===== config.mk =====
export PLATFORM = sky130hd
export DESIGN_NAME = pots_lane
export DESIGN_NICKNAME = d
export VERILOG_FILES = /design/src/pots_pkg.sv /design/src/pots_lane.sv
export SDC_FILE = /design/constraint.sdc
export NUM_CORES = 2
export LEC_CHECK = 0
export ABC_AREA = 1
export ABC_CLOCK_PERIOD_IN_PS = 8400
export BUFFER_PORTS_ARGS = -buffer_cell sky130_fd_sc_hd__buf_2
export CORE_MARGIN = 3
export CORE_UTILIZATION = 39
export DETAILED_ROUTE_END_ITERATION = 10
export GPL_TIMING_DRIVEN = 0
export PLACE_DENSITY_LB_ADDON = 0.15
export SLEW_MARGIN = 20
export SYNTH_ARGS = -nofsm -noshare
export SYNTH_HDL_FRONTEND = slang
export SYNTH_SLANG_ARGS = --single-unit

===== constraint.sdc =====
create_clock -name i_clk -period 8.4 [get_ports i_clk]
set_input_delay 0.42 -clock i_clk [delete_from_list [all_inputs] [get_ports i_clk]]
set_output_delay 0.42 -clock i_clk [all_outputs]
set_load 0.1 [all_outputs]

===== src/pots_pkg.sv =====
// Package for the paddle one-shot timers: shared constants, codes and types.
// Used by the lane, merge, top level and checker modules; depends on nothing.
package pots_pkg;

    localparam int NUM_PADDLES_DEF = 4;
    localparam int TIME_BITS_DEF   = 48;

    localparam int NUM_SOURCES = 4;
    localparam int NOW_W       = 47;
    localparam int VAL_W       = 19;
    localparam int CFG_IDX_W   = 3;
    localparam int CFG_DATA_W  = 16;

    typedef enum logic [CFG_IDX_W-1:0] {
        CFG_SWAP_AXES     = 3'd0,
        CFG_INVERT_VALUES = 3'd1,
        CFG_SCALE_X       = 3'd2,
        CFG_SCALE_Y       = 3'd3,
        CFG_TRIM_X        = 3'd4,
        CFG_TRIM_Y        = 3'd5,
        CFG_SOURCE_SELECT = 3'd6
    } t_cfg_idx;

    localparam logic OP_TRIGGER = 1'b0;
    localparam logic OP_READ    = 1'b1;

    localparam logic [15:0] SCALE_RESET = 16'd256;

    // mouse mode conversion
    localparam logic signed [11:0] MOUSE_X_OFS  = 12'sd280;
    localparam logic signed [8:0]  MOUSE_X_GAIN = 9'sd117;
    localparam logic signed [11:0] MOUSE_Y_OFS  = 12'sd192;
    localparam logic signed [8:0]  MOUSE_Y_GAIN = 9'sd180;
    localparam logic signed [VAL_W-1:0] FIXED_VAL = 19'sd32767;

    // position arithmetic
    localparam int SCALE_SHIFT = 16;
    localparam logic signed [20:0] POS_CENTRE = 21'sd128;
    localparam logic signed [20:0] POS_LIMIT  = 21'sd255;
    localparam logic signed [20:0] POS_PINNED = 21'sd280;

    // delay = 11*v + ceil(v/25); ceil(v/25) = floor((v + 24 + 25*2^17)/25) - 2^17
    localparam logic signed [24:0] DELAY_WHOLE = 25'sd11;
    localparam logic signed [22:0] DIV_OFS     = 23'sd3276824;
    localparam logic [23:0]        DIV_RECIP   = 24'd10737419;
    localparam int                 DIV_SHIFT   = 28;
    localparam logic signed [18:0] DIV_BIAS    = 19'sd131072;

    localparam logic [7:0] DATA_RUNNING = 8'h80;
    localparam logic [7:0] DATA_EXPIRED = 8'h00;

    typedef struct packed {
        logic               invert;
        logic [15:0]        scale;
        logic signed [7:0]  trim;
    } t_lane_cfg;

endpackage


===== src/pots_lane.sv =====
// One timer lane: scales a paddle position, turns it into a deadline and holds it.
// Depends on pots_pkg.
module pots_lane #(
    parameter int TIME_BITS = pots_pkg::TIME_BITS_DEF
) (
    input  logic                                i_clk,
    input  logic                                i_rst_n,
    input  logic                                i_start,
    input  logic signed [pots_pkg::VAL_W-1:0]   i_value,
    input  pots_pkg::t_lane_cfg                 i_cfg,
    input  logic [pots_pkg::NOW_W-1:0]          i_now,
    input  logic [pots_pkg::NOW_W-1:0]          i_cmp_time,
    output logic                                o_running,
    output logic                                o_busy
);

    localparam int TW = ((TIME_BITS > pots_pkg::NOW_W) ? TIME_BITS : pots_pkg::NOW_W) + 2;
    localparam int CW = TW - 1;
    localparam int VAL_W_L = pots_pkg::VAL_W;

    logic [2:0]               r_vld;
    logic signed [35:0]       r_prod;
    logic signed [20:0]       r_pos;
    logic [45:0]              r_recip;
    logic signed [24:0]       r_pos11;
    logic [TIME_BITS-1:0]     r_deadline;

    logic signed [VAL_W_L-1:0] w_neg;
    logic signed [19:0]       w_shr;
    logic signed [20:0]       w_sum;
    logic signed [20:0]       w_clamped;
    logic signed [22:0]       w_div_in;
    logic signed [18:0]       w_q;
    logic signed [25:0]       w_delay;
    logic signed [TW-1:0]     w_t;
    logic [TIME_BITS-1:0]     w_sat;

    always_comb begin
        w_neg     = i_cfg.invert ? -i_value : i_value;
        w_shr     = r_prod[35:pots_pkg::SCALE_SHIFT];
        w_sum     = 21'(w_shr) + pots_pkg::POS_CENTRE + 21'(i_cfg.trim);
        w_clamped = (w_sum >= pots_pkg::POS_LIMIT) ? pots_pkg::POS_PINNED : w_sum;
        w_div_in  = 23'(r_pos) + pots_pkg::DIV_OFS;
        w_q       = $signed({1'b0, r_recip[45:pots_pkg::DIV_SHIFT]}) - pots_pkg::DIV_BIAS;
        w_delay   = 26'(r_pos11) + 26'(w_q);
        w_t       = TW'($signed({1'b0, i_now})) + TW'(w_delay);
        if (w_t[TW-1]) begin
            w_sat = '0;
        end else if (|w_t[TW-2:TIME_BITS]) begin
            w_sat = '1;
        end else begin
            w_sat = w_t[TIME_BITS-1:0];
        end
    end

    always_ff @(posedge i_clk) begin
        if (!i_rst_n) begin
            r_vld      <= '0;
            r_deadline <= '0;
        end else begin
            r_vld <= {r_vld[1:0], i_start};
            if (r_vld[2]) begin
                r_deadline <= w_sat;
            end
        end
    end

    // datapath: gain, then centre and clamp, then reciprocal divide
    always_ff @(posedge i_clk) begin
        r_prod  <= 36'(w_neg) * $signed({20'd0, i_cfg.scale});
        r_pos   <= w_clamped;
        r_recip <= 46'(w_div_in[21:0]) * 46'(pots_pkg::DIV_RECIP);
        r_pos11 <= 25'(r_pos) * pots_pkg::DELAY_WHOLE;
    end

    assign o_running = CW'(i_cmp_time) < CW'(r_deadline);
    assign o_busy    = |r_vld;

endmodule


Word level (Yosys, flattened, before mapping)
Cells that the tools add are included.
Word-level totals
  logic and storage cells: 22
  input port bits: 141
  output and inout bits: 2
  flip-flop bits (word level): 179
Operators by class
  reduce and logical (&&, ||, !) cells: 1
  multipliers: 3
  order comparisons: 2
  muxes and demuxes: 3
  $add $sub $neg: 7
Operator list (count)
  two-way mux 48 bit: 2
  adder 48 x 26 -> 49 bit: 1
  less-than comparator 47 x 48 -> 1 bit: 1
  multiplier 22 x 24 -> 46 bit (second input constant): 1
  multiplier 19 x 17 -> 36 bit: 1
  adder 25 x 19 -> 26 bit: 1
  multiplier 21 x 5 -> 25 bit (second input constant): 1
  adder 21 x 21 -> 22 bit (second input constant): 1
  adder 20 x 9 -> 21 bit (second input constant): 1
  adder 21 x 8 -> 21 bit: 1
  >= comparator 21 x 9 -> 1 bit (second input constant): 1
  two-way mux 19 bit: 1
  negator 19 bit: 1
  subtractor 18 x 18 -> 19 bit (second input constant): 1
  OR reduction 3 bit: 1

Logic depth before layout (Yosys ltp)
  depth after elaboration: 5
  mapped depth: 37
  depth with buffers taken out: 36

Least setup slack after synthesis
Ideal clock, no wire load.
  kind: reg-to-reg
  from: register r_pos[3]
  to: register r_recip[42]
  buffers on the path: 0
  data required time: 8328 ps
  stages on the path, launching flop included: 32
  setup slack: 1431 ps
  arrival: 6897 ps
  library setup time: 72 ps
  clock period less this slack: 6969 ps
  cell sequence: dfxtp_1 > inv_1 > ha_1 > nor2_1 > nand2_1 > nor4_1 > nand2_1 > nor2_1 > a21oi_1 > nor2_1 > xor2_1 > inv_1 > fa_1 > xnor2_1 > ha_1 > inv_1 > fa_1 > fa_1 > inv_1 > fa_1 > fa_1 > ha_1 > ha_1 > nand2_1 > nor2_1 > inv_1 > nor2_1 > inv_1 > nor3_1 > o211ai_1 > nand3_1 > xor2_1
On the way
  longest elaborated chain between the ends: 2
RTL lines
  start: declaration: RTL line pots_lane.sv:23  | logic signed [20:0] r_pos;
  start signal: assignment: RTL line pots_lane.sv:71  | r_pos <= w_clamped;
  adder 21 x 21 -> 22 bit: RTL line pots_lane.sv:43  | w_div_in = 23'(r_pos) + pots_pkg::DIV_OFS;
  multiplier 22 x 24 -> 46 bit: RTL line pots_lane.sv:72  | r_recip <= 46'(w_div_in[21:0]) * 46'(pots_pkg::DIV_RECIP);
  end signal: assignment: RTL line pots_lane.sv:72
  end: declaration: RTL line pots_lane.sv:24  | logic [45:0] r_recip;
No other way between the ends.
A chain may end at the register's enable or synchronous reset.

Worst setup path in the final report
  from: register r_pos[3]
  to: register r_recip[43]
The elaborated chain is that of the path after synthesis.

==> flow_metrics.tcl <==
set metrics [dict create \
    status "finished clean" \
    first_pass_iters 6 \
    setup_viol 0 \
    synth-compound-area-share 0.0670 \
    slowest_delay_ns 0.54 \
    ant_nets 0 \
    grt_max_degree 22 \
    dp_slack_ns -0.613 \
    yosys-top-cells-area "fa_1 (31%), ha_1 (18%), inv_1 (13%), nand2_1 (11%), dfxtp_1 (7.6%)" \
    syn-num-nets 5942 \
    synth_most_common_cell "inv_1" \
    port_buffers 133 \
    synthAdderAreaFrac 0.488 \
    floorplan.initialDensity 0.394 \
    grt_pass1_wl_mm 167 \
    gr-total-overflow 0 \
    post_synth_xor_area_fraction 0.0259 \
    die_x_um 308 \
    htreeDepth 4 \
    fin_skew_ns 0.0198 \
    drive_above_1_share 0.0602 \
    cp_slowest_cell "fa_1" \
    clk_latency_ns 0.46 \
    fmax_mhz 128 \
    dieArea_mm2 0.0949 \
    whs_ns 0.142 \
    clock_sinks 135 \
    hold_class "in2reg" \
    fin_nets 6097 \
    worst_ep_arrival_time_ns 8.20 \
    via_count 29100 \
    synth_top_area_frac 0.313 \
    synth.top_cells.by_count "inv_1 (1214), nand2_1 (1023), fa_1 (556), ha_1 (499), nor2_1 (385)" \
    ios 143 \
    rows 110 \
    grt_pass1_vias 30300 \
    slew_viol_final 0 \
    drt_iter0_drc 1616 \
    clk_pin_slew_ns 0.07 \
    synth_area_per_cell_um2 7.49 \
    cts_tree "yes" \
    end_kind "register" \
    worstPathRequired_ns 8.77 \
    wl_mm 105 \
    drc 0 \
    synth_top_family_by_area "adder cells" \
    die_y_um 308 \
    synthCells 4746 \
    slew_headroom 0.265 \
    place_congestion 0.936 \
    yosys_register_bits 135 \
    maxCapViolations 0 \
    hpwl_mm 95.6 \
    synth-simple-area-share 0.205 \
    clockBufferDepth 2 \
    core_mm2 0.0903 \
    wire_per_inst_um 17.3 \
    ys.flop_type "dfxtp_1" \
    ys_warn_count 0 \
    setup_slack_ns 0.569 \
    synth_edf_count 0 \
    crit_top_cell "inv_1" \
    hold_violations 0 \
    synth_top_area_cell "fa_1" \
    worstPathMaxFanout 7 \
    design_area_mm2 0.0384 \
    numCtsBuffers 17 \
    cts_root_buffer "clkbuf_16" \
    start_kind "register" \
    ys_seq_area_frac 0.0760 \
    fin_crit_ns 7.83 \
    grt_antenna_before_repair 2 \
    grt_use_total 0.227 \
    areaGrowthSynthToFinish_pct 8.08 \
    yosysUniqueCellTypes 49 \
    grt_setup_unrepaired "true" \
    placed_cell_area_mm2 0.0377 \
    crit_type "reg2reg" \
    synth_mux_area_frac 0 \
    fin_crit_sh 0.932 \
    n_antenna_cell 0 \
    synthArstFlopShare 0 \
    cts_hold_buffers 0 \
    vias_per_cell 4.77 \
    netlist_area_mm2 0.0356 \
    worstMarginPinSlew_ns 1.09 \
]
[through the flow]
stage | TNS [ns] | util | cells
3_5_place_dp | -5.48 | 0.418 | 6057
4_1_cts | 0 | 0.425 | 6090
6_report | 0 | 0.426 | 6090
3_3_place_gp | -5.52 | 0.418 | 6055
2_1_floorplan | 0 | - | 4746
5_1_grt | -0.0159 | 0.426 | 6090
[sequential cells by signal, summed over array words and instances (netlist names)]
signal	cells
r_vld	3
r_deadline	48
r_pos	21
r_pos11	25
r_recip	18
r_prod	20
[area by class of cell]
class / count / area (um^2)
Tap cell: 1176 / 1470
Fill cell: 9508 / 51800
Timing Repair Buffer: 136 / 713
Inverter: 1231 / 4620
Sequential cell: 135 / 2710
Buffer: 61 / 278
Multi-Input combinational cell: 3319 / 28000
Clock buffer: 17 / 425
Clock inverter: 15 / 181
[timing repair]
action,in CTS,in global routing
buffers inserted,1,0
gates resized for setup,5,9
hold endpoints to repair,0,0
endpoints found under the setup margin,18,18
[critical path: cells and delay by family, from the launching register on]
family / cells / cell delay (ns)
xor gates and xnor gates: 2 / 0.30
buffers and inverters: 7 / 0.76
adders and majority gates: 9 / 4.01
AOI/OAI and AO/OA: 2 / 0.30
and+or+nand+nor: 10 / 1.91
DFF: 1 / 0.47
[layer usage]
metal,vias up,GRT usage,wire (um)
met2,474,0.394,50000
met1,13900,0.307,49400
met4,2,0.0525,2320
li1,14600,-,-
met5,-,0,16
met3,90,0.0228,3430
[placed cells by master, fill, tap and decap left out, types with 4 or more instances in the layout]
cell and count:
nor3_1 35, a21oi_2 22, a31oi_1 17, a21oi_1 219
inv_8 6, nand3_1 141, or2_2 8, buf_1 6
o211ai_1 7, and2_1 5, o21a_1 5, inv_2 15
xnor2_1 24, o21bai_1 24, nor2_2 14, xor2_1 74
o21ai_0 86, fa_1 556, a21boi_0 5, clkinv_1 4
nand4_1 48, nor2_1 384, clkbuf_1 43, inv_1 1212
a21o_1 18, nand3b_1 25, nand2_2 23, dfxtp_1 133
nand3_2 12, clkbuf_16 17, nor4_1 10, nor3_2 6
nand2_1 1023, ha_1 498, buf_2 141
[cell families after synthesis]
family / Yosys count
AOI/OAI and AO/OA: 417
xor gates and xnor gates: 103
adders and majority gates: 1055
buffers and inverters: 1292
DFF: 135
and+or+nand+nor: 1744
[final timing paths]
path         startpoint          end  slack (ns)  cells after the start
max            r_pos[3]  r_recip[43]        0.57                     30
min             i_start     r_vld[0]        0.14                      3
max reg2reg    r_pos[3]  r_recip[43]        0.57                     30
min reg2reg    r_vld[0]     r_vld[1]        0.43                      2
Power is not shown: default switching activity piles up to over one toggle a cycle in this logic, so the estimate is an artifact.
